===== config.mk =====
export PLATFORM = sky130hd
export DESIGN_NAME = dds_header_mip_layout
export DESIGN_NICKNAME = d
export VERILOG_FILES = /design/src/dhml_pkg.sv /design/src/dds_header_mip_layout.sv /design/src/dhml_capture.sv /design/src/dhml_mul.sv /design/src/dhml_seq.sv
export SDC_FILE = /design/constraint.sdc
export NUM_CORES = 2
export LEC_CHECK = 0
export CAP_MARGIN = 0
export CELL_PAD_IN_SITES_DETAIL_PLACEMENT = 0
export CELL_PAD_IN_SITES_GLOBAL_PLACEMENT = 1
export CORE_UTILIZATION = 50
export DETAILED_ROUTE_END_ITERATION = 16
export DONT_BUFFER_PORTS = 1
export PLACE_DENSITY = 0.85
export SLEW_MARGIN = 20
export SYNTH_ARGS = -nofsm -noshare
export SYNTH_HDL_FRONTEND = slang
export SYNTH_SLANG_ARGS = --single-unit

===== constraint.sdc =====
create_clock -name clk -period 9.95 [get_ports clk]
set_clock_uncertainty 0.1 [all_clocks]
set_input_delay 0.995 -clock clk [delete_from_list [all_inputs] [get_ports clk]]
set_output_delay 0.995 -clock clk [all_outputs]
set_load 0.02 [all_outputs]

===== src/dhml_pkg.sv =====
package dhml_pkg;

    // Build limits
    localparam int MAX_MIP_LEVELS = 16;
    localparam int MAX_EXTENT     = 65535;
    localparam int RESULT_LIMIT   = 16;
    localparam int LEVEL_LIMIT    = (MAX_MIP_LEVELS < RESULT_LIMIT) ? MAX_MIP_LEVELS
                                                                    : RESULT_LIMIT;
    localparam int LVL_W          = $clog2(RESULT_LIMIT + 1);

    // Header constants
    localparam logic [31:0] DDS_MAGIC_WORD = 32'h2053_4444;
    localparam logic [31:0] DDS_HDR_SIZE   = 32'd124;
    localparam logic [31:0] DDS_PF_SIZE    = 32'd32;
    localparam logic [31:0] FLAGS_REQUIRED = 32'h0000_1007;
    localparam logic [31:0] FLAG_DEPTH     = 32'h0080_0000;
    localparam logic [31:0] FLAG_MIPCOUNT  = 32'h0002_0000;
    localparam logic [31:0] CAPS2_CUBEMAP  = 32'h0000_0200;
    localparam logic [31:0] PF_FOURCC_FLAG = 32'h0000_0004;
    localparam logic [31:0] CC_DXT1        = 32'h3154_5844;
    localparam logic [31:0] CC_DXT2        = 32'h3254_5844;
    localparam logic [31:0] CC_DXT3        = 32'h3354_5844;
    localparam logic [31:0] CC_DXT4        = 32'h3454_5844;
    localparam logic [31:0] CC_DXT5        = 32'h3554_5844;
    localparam logic [31:0] CC_DX10        = 32'h3031_5844;

    // Word positions in the header
    localparam logic [4:0] WPOS_MAGIC  = 5'd0;
    localparam logic [4:0] WPOS_SIZE   = 5'd1;
    localparam logic [4:0] WPOS_FLAGS  = 5'd2;
    localparam logic [4:0] WPOS_HEIGHT = 5'd3;
    localparam logic [4:0] WPOS_WIDTH  = 5'd4;
    localparam logic [4:0] WPOS_DEPTH  = 5'd6;
    localparam logic [4:0] WPOS_MIPS   = 5'd7;
    localparam logic [4:0] WPOS_PFSIZE = 5'd19;
    localparam logic [4:0] WPOS_PFFLAG = 5'd20;
    localparam logic [4:0] WPOS_FOURCC = 5'd21;
    localparam logic [4:0] WPOS_CAPS2  = 5'd28;
    localparam logic [4:0] WPOS_LAST   = 5'd31;

    // Status codes
    localparam logic [3:0] ST_OK        = 4'd0;
    localparam logic [3:0] ST_MAGIC     = 4'd1;
    localparam logic [3:0] ST_SIZE      = 4'd2;
    localparam logic [3:0] ST_FLAGS     = 4'd3;
    localparam logic [3:0] ST_PFSIZE    = 4'd4;
    localparam logic [3:0] ST_DX10      = 4'd5;
    localparam logic [3:0] ST_CUBEMAP   = 4'd6;
    localparam logic [3:0] ST_FORMAT    = 4'd7;
    localparam logic [3:0] ST_ZERO      = 4'd8;
    localparam logic [3:0] ST_TOO_LARGE = 4'd9;

    // Format codes
    localparam logic [1:0] FMT_BC1 = 2'd0;
    localparam logic [1:0] FMT_BC2 = 2'd1;
    localparam logic [1:0] FMT_BC3 = 2'd2;

    // Multiplier operand widths
    localparam int MUL_A_W = 33;
    localparam int MUL_B_W = 16;
    localparam int MUL_P_W = MUL_A_W + MUL_B_W;

    // Header facts, decoded as each word arrives
    typedef struct packed {
        logic             magic_ok;
        logic             hsize_ok;
        logic             req_ok;
        logic             vol;
        logic             mipflag;
        logic             w_zero;
        logic             w_big;
        logic [15:0]      w16;
        logic             h_zero;
        logic             h_big;
        logic [15:0]      h16;
        logic             d_zero;
        logic             d_big;
        logic [15:0]      d16;
        logic             mc_zero;
        logic [LVL_W-1:0] mc_clamp;
        logic             pfsize_ok;
        logic             fourcc_on;
        logic             is_dx10;
        logic             fmt_valid;
        logic [1:0]       fmt;
        logic             cube;
    } hdr_info_t;

    // Sequencer states
    typedef enum logic [2:0] {
        S_LOAD,
        S_EVAL,
        S_ROW,
        S_MUL1,
        S_MUL2,
        S_SIZE,
        S_OUT
    } seq_state_t;

endpackage


===== src/dds_header_mip_layout.sv =====
// DDS header parser with BC1..BC3 mip layout. Header words are taken one per
// cycle (32 items, magic first); the 32nd word starts evaluation and the block
// stops taking words until the run is delivered. A check state follows, then
// either a single error item or one item per mip level, each level passing
// through stride setup, two passes through the one shared multiplier for
// slice and level size, one load and an output state that holds for any
// output stall. Words are taken again in the cycle after the final item is
// accepted.
module dds_header_mip_layout (
    input  logic        clk,
    input  logic        rst_n,
    input  logic        header_valid,
    output logic        header_ready,
    input  logic [31:0] header_word,
    output logic        result_valid,
    input  logic        result_ready,
    output logic [3:0]  status,
    output logic [3:0]  mip_index,
    output logic        is_volume,
    output logic [1:0]  format_code,
    output logic [15:0] level_width,
    output logic [15:0] level_height,
    output logic [15:0] level_depth,
    output logic [18:0] row_stride,
    output logic [32:0] slice_stride,
    output logic [48:0] level_offset,
    output logic [47:0] level_size,
    output logic        last
);
    import dhml_pkg::*;

    logic               accept;
    logic               last_word;
    logic               idle;
    hdr_info_t          info;
    logic               mul_en;
    logic [MUL_A_W-1:0] mul_a;
    logic [MUL_B_W-1:0] mul_b;
    logic [MUL_P_W-1:0] mul_p;

    assign header_ready = idle;
    assign accept       = header_valid && idle;

    dhml_capture u_capture (
        .clk         (clk),
        .rst_n       (rst_n),
        .accept      (accept),
        .header_word (header_word),
        .last_word   (last_word),
        .info        (info)
    );

    dhml_mul u_mul (
        .clk     (clk),
        .en      (mul_en),
        .a       (mul_a),
        .b       (mul_b),
        .product (mul_p)
    );

    dhml_seq u_seq (
        .clk          (clk),
        .rst_n        (rst_n),
        .start        (accept && last_word),
        .info         (info),
        .idle         (idle),
        .mul_en       (mul_en),
        .mul_a        (mul_a),
        .mul_b        (mul_b),
        .mul_p        (mul_p),
        .res_valid    (result_valid),
        .res_ready    (result_ready),
        .status       (status),
        .mip_index    (mip_index),
        .is_volume    (is_volume),
        .format_code  (format_code),
        .level_width  (level_width),
        .level_height (level_height),
        .level_depth  (level_depth),
        .row_stride   (row_stride),
        .slice_stride (slice_stride),
        .level_offset (level_offset),
        .level_size   (level_size),
        .last         (last)
    );

endmodule


===== src/dhml_capture.sv =====
module dhml_capture (
    input  logic                clk,
    input  logic                rst_n,
    input  logic                accept,
    input  logic [31:0]         header_word,
    output logic                last_word,
    output dhml_pkg::hdr_info_t info
);
    import dhml_pkg::*;

    logic [4:0] cnt_reg, cnt_next;
    hdr_info_t  info_reg, info_next;

    // Word position counter
    always_ff @(posedge clk or negedge rst_n)
    begin
        if (!rst_n)
        begin
            cnt_reg <= '0;
        end
        else
        begin
            cnt_reg <= cnt_next;
        end
    end

    // Decoded header fields
    always_ff @(posedge clk)
    begin
        info_reg <= info_next;
    end

    // Decode each word by position
    always_comb
    begin
        cnt_next  = cnt_reg;
        info_next = info_reg;
        if (accept)
        begin
            cnt_next = cnt_reg + 5'd1;
            case (cnt_reg)
                WPOS_MAGIC:  info_next.magic_ok = (header_word == DDS_MAGIC_WORD);
                WPOS_SIZE:   info_next.hsize_ok = (header_word == DDS_HDR_SIZE);
                WPOS_FLAGS:
                begin
                    info_next.req_ok  = ((header_word & FLAGS_REQUIRED) == FLAGS_REQUIRED);
                    info_next.vol     = ((header_word & FLAG_DEPTH) != '0);
                    info_next.mipflag = ((header_word & FLAG_MIPCOUNT) != '0);
                end
                WPOS_HEIGHT:
                begin
                    info_next.h_zero = (header_word == '0);
                    info_next.h_big  = (header_word > 32'(MAX_EXTENT));
                    info_next.h16    = header_word[15:0];
                end
                WPOS_WIDTH:
                begin
                    info_next.w_zero = (header_word == '0);
                    info_next.w_big  = (header_word > 32'(MAX_EXTENT));
                    info_next.w16    = header_word[15:0];
                end
                WPOS_DEPTH:
                begin
                    info_next.d_zero = (header_word == '0);
                    info_next.d_big  = (header_word > 32'(MAX_EXTENT));
                    info_next.d16    = header_word[15:0];
                end
                WPOS_MIPS:
                begin
                    info_next.mc_zero = (header_word == '0);
                    if (header_word > 32'(LEVEL_LIMIT))
                    begin
                        info_next.mc_clamp = LVL_W'(LEVEL_LIMIT);
                    end
                    else
                    begin
                        info_next.mc_clamp = header_word[LVL_W-1:0];
                    end
                end
                WPOS_PFSIZE: info_next.pfsize_ok = (header_word == DDS_PF_SIZE);
                WPOS_PFFLAG: info_next.fourcc_on = ((header_word & PF_FOURCC_FLAG) != '0);
                WPOS_FOURCC:
                begin
                    info_next.is_dx10   = (header_word == CC_DX10);
                    info_next.fmt_valid = 1'b1;
                    info_next.fmt       = FMT_BC1;
                    if (header_word == CC_DXT1)
                    begin
                        info_next.fmt = FMT_BC1;
                    end
                    else if (header_word == CC_DXT2 || header_word == CC_DXT3)
                    begin
                        info_next.fmt = FMT_BC2;
                    end
                    else if (header_word == CC_DXT4 || header_word == CC_DXT5)
                    begin
                        info_next.fmt = FMT_BC3;
                    end
                    else
                    begin
                        info_next.fmt_valid = 1'b0;
                    end
                end
                WPOS_CAPS2:  info_next.cube = ((header_word & CAPS2_CUBEMAP) != '0);
                default:     ;
            endcase
        end
    end

    assign last_word = (cnt_reg == WPOS_LAST);
    assign info      = info_reg;

endmodule


===== src/dhml_mul.sv =====
module dhml_mul (
    input  logic                          clk,
    input  logic                          en,
    input  logic [dhml_pkg::MUL_A_W-1:0]  a,
    input  logic [dhml_pkg::MUL_B_W-1:0]  b,
    output logic [dhml_pkg::MUL_P_W-1:0]  product
);
    import dhml_pkg::*;

    logic [MUL_P_W-1:0] prod_reg, prod_next;

    // Shared multiplier, registered product
    always_comb
    begin
        prod_next = prod_reg;
        if (en)
        begin
            prod_next = MUL_P_W'(a) * MUL_P_W'(b);
        end
    end

    always_ff @(posedge clk)
    begin
        prod_reg <= prod_next;
    end

    assign product = prod_reg;

endmodule


===== src/dhml_seq.sv =====
module dhml_seq (
    input  logic                          clk,
    input  logic                          rst_n,
    input  logic                          start,
    input  dhml_pkg::hdr_info_t           info,
    output logic                          idle,
    output logic                          mul_en,
    output logic [dhml_pkg::MUL_A_W-1:0]  mul_a,
    output logic [dhml_pkg::MUL_B_W-1:0]  mul_b,
    input  logic [dhml_pkg::MUL_P_W-1:0]  mul_p,
    output logic                          res_valid,
    input  logic                          res_ready,
    output logic [3:0]                    status,
    output logic [3:0]                    mip_index,
    output logic                          is_volume,
    output logic [1:0]                    format_code,
    output logic [15:0]                   level_width,
    output logic [15:0]                   level_height,
    output logic [15:0]                   level_depth,
    output logic [18:0]                   row_stride,
    output logic [32:0]                   slice_stride,
    output logic [48:0]                   level_offset,
    output logic [47:0]                   level_size,
    output logic                          last
);
    import dhml_pkg::*;

    seq_state_t       state_reg, state_next;
    logic [3:0]       status_reg, status_next;
    logic [3:0]       idx_reg, idx_next;
    logic [LVL_W-1:0] levels_reg, levels_next;
    logic             vol_reg, vol_next;
    logic [1:0]       fmt_reg, fmt_next;
    logic [15:0]      w_reg, w_next;
    logic [15:0]      h_reg, h_next;
    logic [15:0]      d_reg, d_next;
    logic [14:0]      bh_reg, bh_next;
    logic [18:0]      row_reg, row_next;
    logic [32:0]      slice_reg, slice_next;
    logic [47:0]      size_reg, size_next;
    logic [48:0]      offset_reg, offset_next;

    logic [3:0]       err;
    logic [14:0]      bw;
    logic             last_lvl;

    // Control state
    always_ff @(posedge clk or negedge rst_n)
    begin
        if (!rst_n)
        begin
            state_reg <= S_LOAD;
        end
        else
        begin
            state_reg <= state_next;
        end
    end

    // Level datapath
    always_ff @(posedge clk)
    begin
        status_reg <= status_next;
        idx_reg    <= idx_next;
        levels_reg <= levels_next;
        vol_reg    <= vol_next;
        fmt_reg    <= fmt_next;
        w_reg      <= w_next;
        h_reg      <= h_next;
        d_reg      <= d_next;
        bh_reg     <= bh_next;
        row_reg    <= row_next;
        slice_reg  <= slice_next;
        size_reg   <= size_next;
        offset_reg <= offset_next;
    end

    // Header checks in priority order
    always_comb
    begin
        if (!info.magic_ok)
            err = ST_MAGIC;
        else if (!info.hsize_ok)
            err = ST_SIZE;
        else if (!info.req_ok)
            err = ST_FLAGS;
        else if (!info.pfsize_ok)
            err = ST_PFSIZE;
        else if (info.fourcc_on && info.is_dx10)
            err = ST_DX10;
        else if (info.cube)
            err = ST_CUBEMAP;
        else if (!info.fourcc_on || !info.fmt_valid)
            err = ST_FORMAT;
        else if (info.w_zero || info.h_zero)
            err = ST_ZERO;
        else if (info.w_big || info.h_big || (info.vol && info.d_big))
            err = ST_TOO_LARGE;
        else
            err = ST_OK;
    end

    assign bw       = 15'((17'(w_reg) + 17'd3) >> 2);
    assign last_lvl = (status_reg != ST_OK) || ((LVL_W'(idx_reg) + LVL_W'(1)) == levels_reg);

    // Sequencer
    always_comb
    begin
        state_next  = state_reg;
        status_next = status_reg;
        idx_next    = idx_reg;
        levels_next = levels_reg;
        vol_next    = vol_reg;
        fmt_next    = fmt_reg;
        w_next      = w_reg;
        h_next      = h_reg;
        d_next      = d_reg;
        bh_next     = bh_reg;
        row_next    = row_reg;
        slice_next  = slice_reg;
        size_next   = size_reg;
        offset_next = offset_reg;
        mul_en      = 1'b0;
        mul_a       = MUL_A_W'(row_reg);
        mul_b       = MUL_B_W'(bh_reg);

        case (state_reg)
            S_LOAD:
            begin
                if (start)
                begin
                    state_next = S_EVAL;
                end
            end
            S_EVAL:
            begin
                status_next = err;
                idx_next    = '0;
                offset_next = '0;
                if (err != ST_OK)
                begin
                    // error item: every other field zero, last set
                    levels_next = LVL_W'(1);
                    vol_next    = 1'b0;
                    fmt_next    = FMT_BC1;
                    w_next      = '0;
                    h_next      = '0;
                    d_next      = '0;
                    row_next    = '0;
                    slice_next  = '0;
                    size_next   = '0;
                    state_next  = S_OUT;
                end
                else
                begin
                    vol_next = info.vol;
                    fmt_next = info.fmt;
                    w_next   = info.w16;
                    h_next   = info.h16;
                    if (info.vol && !info.d_zero)
                        d_next = info.d16;
                    else
                        d_next = 16'd1;
                    if (info.mipflag && !info.mc_zero)
                        levels_next = info.mc_clamp;
                    else
                        levels_next = LVL_W'(1);
                    state_next = S_ROW;
                end
            end
            S_ROW:
            begin
                bh_next = 15'((17'(h_reg) + 17'd3) >> 2);
                if (fmt_reg == FMT_BC1)
                    row_next = 19'(bw) << 3;
                else
                    row_next = 19'(bw) << 4;
                state_next = S_MUL1;
            end
            S_MUL1:
            begin
                // slice = row stride * block rows
                mul_en     = 1'b1;
                mul_a      = MUL_A_W'(row_reg);
                mul_b      = MUL_B_W'(bh_reg);
                state_next = S_MUL2;
            end
            S_MUL2:
            begin
                // size = slice * depth
                slice_next = mul_p[32:0];
                mul_en     = 1'b1;
                mul_a      = mul_p[MUL_A_W-1:0];
                mul_b      = d_reg;
                state_next = S_SIZE;
            end
            S_SIZE:
            begin
                size_next  = mul_p[47:0];
                state_next = S_OUT;
            end
            S_OUT:
            begin
                if (res_ready)
                begin
                    if (last_lvl)
                    begin
                        state_next = S_LOAD;
                    end
                    else
                    begin
                        idx_next    = idx_reg + 4'd1;
                        offset_next = offset_reg + 49'(size_reg);
                        w_next      = (w_reg > 16'd1) ? (w_reg >> 1) : 16'd1;
                        h_next      = (h_reg > 16'd1) ? (h_reg >> 1) : 16'd1;
                        d_next      = (d_reg > 16'd1) ? (d_reg >> 1) : 16'd1;
                        state_next  = S_ROW;
                    end
                end
            end
            default:
            begin
                state_next = S_LOAD;
            end
        endcase
    end

    assign idle         = (state_reg == S_LOAD);
    assign res_valid    = (state_reg == S_OUT);
    assign status       = status_reg;
    assign mip_index    = idx_reg;
    assign is_volume    = vol_reg;
    assign format_code  = fmt_reg;
    assign level_width  = w_reg;
    assign level_height = h_reg;
    assign level_depth  = d_reg;
    assign row_stride   = row_reg;
    assign slice_stride = slice_reg;
    assign level_offset = offset_reg;
    assign level_size   = size_reg;
    assign last         = last_lvl;

endmodule


==> flow_summary_export.csv <==
group,metric,value,unit
outcome,status,"finished clean",
worst_setup_path,required,10.18,ns
die,io-pin-count,247,
grt,grt_usage,31.81,%
placement,port_buffers,0,
layout,final.fill_count,5901,
timing,slew_headroom,31.93,%
layout,largest_reg_flops,72,
grt,grt_pass1_vias,24810,
grt,grt_util_met1,42.05,%
routing,drt-initial-drc-count,2733,
routing,vias,24730,
clock_network,cts_tree,"built",
grt,grt_max_degree,78,
placement,gp_congestion,0.9974,
grt,grt-busiest-layer,"met2",
logic_synthesis,synth_top_cell_area_share,31.12,%
min_path,hp-class,"flip-flop to flip-flop",
logic_synthesis,yosysSeqAreaShare,31.73,%
die,initial_core_util,50.54,%
clock_network,cts_buffers,40,
clock_network,post-cts-setup-buffers,0,
logic_synthesis,ys_types,84,
timing,worst_pin_slew,1.021,ns
grt,grt-ovfl-total,0,
die,chipWidth,260.0,µm
worst_setup_path,timing_worst_setup_path_type,"flip-flop to flip-flop",
logic_synthesis,synth-async-reset-ratio,2.266,%
layout,syn_to_final_growth,6.725,%
grt,grt_use_met3,8.070,%
clock_network,root_buffer,"clkbuf_16",
layout,nNetsFinal,3905,
logic_synthesis,synth_largest_area_cell,"edfxtp_1",
timing,setup_viol,0,
worst_setup_path,endpoint_kind,"flip-flop",
logic_synthesis,synth_cells,3343,
worst_setup_path,path_max_fanout,40,
routing,drt-pass1-iter-count,6,
timing,fin_setup_tns,0,ns
logic_synthesis,avgSynthCellArea,9.957,µm²
clock_network,cts_resized,0,
timing,hold_viol_final,0,
clock_network,path_clk_slew,0.06,ns
worst_setup_path,arrival,9.41,ns
timing,post-route-period-util,92.23,%
worst_setup_path,critPathLaunchType,"flip-flop",
routing,drtAntennaViolNets,0,
logic_synthesis,synth.ff_latch_count,353,
timing,maxSlewViolCount,0,
logic_synthesis,synth_area_leaders,"edfxtp_1 (31%), fa_1 (26%), ha_1 (6.4%)",
die,die_area,67610,µm²
routing,routed_wl,105.3,mm
clock_network,cts.htree.levels,2,
die,rows,94,
clock_network,cts_buffer_depth,3,
grt,use_met2,49.56,%
routing,via_per_inst,5.937,
logic_synthesis,syn_area,33290,µm²
routing,wire_per_inst,25.27,µm
die,die_h,260.0,µm
clock_network,clock-sinks,353,
routing,drc,0,
logic_synthesis,synth-main-ff-cell,"edfxtp_1",
clock_network,clkLatencyLatePin,0.60,ns
layout,drive_gt1_share,4.490,%
timing,min_period,9.177,ns
timing,max_freq,0.1090,GHz
die,core_area,65860,µm²
grt,antenna_found_initial,10,
logic_synthesis,synth_edf_count,345,
logic_synthesis,yosys_warnings,0,
job,cap_violations,0,
timing,rsz0062_at_grt,"no",
grt,grt_pass1_wl,158.0,mm
placement,detailed_place_hpwl,81.57,mm
-- what timing repair did --
item / in CTS / in global routing
hold buffers: 1 / 0
endpoints found under the setup margin: 0 / 0
hold endpoints to repair: 8 / 0
-- per-stage QoR --
step                      instances  setup WS (ns)  utilization (%)  area, µm²  hold WS, ns
after detailed placement       4087         0.9226            51.86      34160       0.3971
after CTS                      4160         0.8751            53.90      35500       0.3687
after global routing           4160         0.3985            53.92      35510       0.3705
after global placement         4087          1.093            51.86      34160       0.3900
after floorplan                3345          2.081                -      33290       0.3773
final                          4165         0.7731            53.94      35520       0.3899
-- critical path: stages (launching register included) --
cell	delay, ns
dfrtp_1	0.52
inv_2	0.19
or3_2	0.81
buf_4	0.34
a21o_1	0.52
nand2_1	0.17
fa_1	0.58
fa_1	0.44
fa_1	0.51
inv_1	0.05
fa_1	0.47
fa_1	0.55
inv_1	0.05
fa_1	0.53
inv_1	0.04
ha_1	0.36
a21oi_1	0.19
o22ai_1	0.10
o21ai_0	0.54
a211oi_1	0.37
o2111a_1	0.39
o41a_1	0.42
o21ai_2	0.22
o21ai_1	0.11
a21oi_1	0.18
xnor2_1	0.08
-- cell usage after synthesis (all sizes together) (3+ instances only) --
master and count:
nand2 460, and2 123, a21boi 6, and3 129, or4 7, a31oi 10
o211ai 5, a21o 68, o221ai 3, clkbuf 158, a211oi 15, o31ai 8
xnor2 63, ha 171, a2111oi 3, mux2i 3, xor2 45, nand2b 19
nor3b 3, nand4 23, a22oi 3, or2 3, nand3 59, nor2b 21
a32o 3, a211o 5, inv 508, buf 16, nor2 209, o21a 14
edfxtp 345, dfrtp 8, a22o 25, nor4 20, fa 432, o31a 3
or3 10, a21oi 139, o22ai 9, o21bai 16, nor3 39, o21ai 94
a41oi 4
-- layer usage --
layer | vias to the layer above | wire (µm) | part of all wire, %
met5 | - | 11 | 0.010
met4 | 2 | 5063 | 4.8
met3 | 248 | 12000 | 11
met2 | 1390 | 47600 | 45
met1 | 12310 | 40590 | 39
li1 | 10780 | - | -
-- cells in the final DEF, fill, tap and decap left out, types with 25 or more instances in the layout --
cell,netlist,final
nor2_1,208,207
nor3_1,39,37
xnor2_1,63,63
nand2_1,459,457
buf_4,3,51
and2_1,121,121
nand3_1,59,59
o21ai_0,83,82
clkbuf_16,0,40
a22o_1,25,25
a21o_1,68,68
inv_1,507,506
xor2_1,45,45
and3_1,129,129
fa_1,432,432
edfxtp_1,345,345
a21oi_1,138,136
ha_1,171,171
-- cells by family after synthesis --
logic type | share of synthesized area (%)
simple gates | 16.15
buf+inv | 7.751
fa+ha+maj | 32.41
compound gates | 8.954
flops | 31.73
xor+xnor | 2.842
mux | 0.1579
other cells | 0.01127
-- cell type report --
type	count	area, µm²	share of cell area [%]
sequential	353	10560	29.73
timing repair buffer	53	412.9	1.162
antenna	5	12.51	0.03522
tap	864	1081	3.043
clock inverter	27	316.6	0.8911
inverter	508	1907	5.368
multi-input combinational	2310	20210	56.90
clock buffer	45	1020	2.871
-- worst paths after layout --
path                                                 start                                 to  slack, ns  cells past startpoint
hold reg to reg            u_capture.info[7]$_SDFFCE_PN0P_  u_seq.levels_reg[0]$_SDFFCE_PP1P_       0.39                      1
setup reg to reg            u_seq.state_reg[2]$_DFFE_PN0P_        u_mul.product[47]$_DFFE_PN_       0.77                     25
setup / recovery            u_seq.state_reg[2]$_DFFE_PN0P_        u_mul.product[47]$_DFFE_PN_       0.77                     25
max in group asynchronous                            rst_n   u_capture.cnt_reg[0]$_DFFE_PN0P_       8.69                      1
hold / removal             u_capture.info[7]$_SDFFCE_PN0P_  u_seq.levels_reg[0]$_SDFFCE_PP1P_       0.39                      1
min in group asynchronous                            rst_n     u_seq.state_reg[2]$_DFFE_PN0P_       0.70                      1
Power is left out: the tool's default activity adds up to more than one toggle a clock period on the data nets, which glitch-free logic cannot reach.
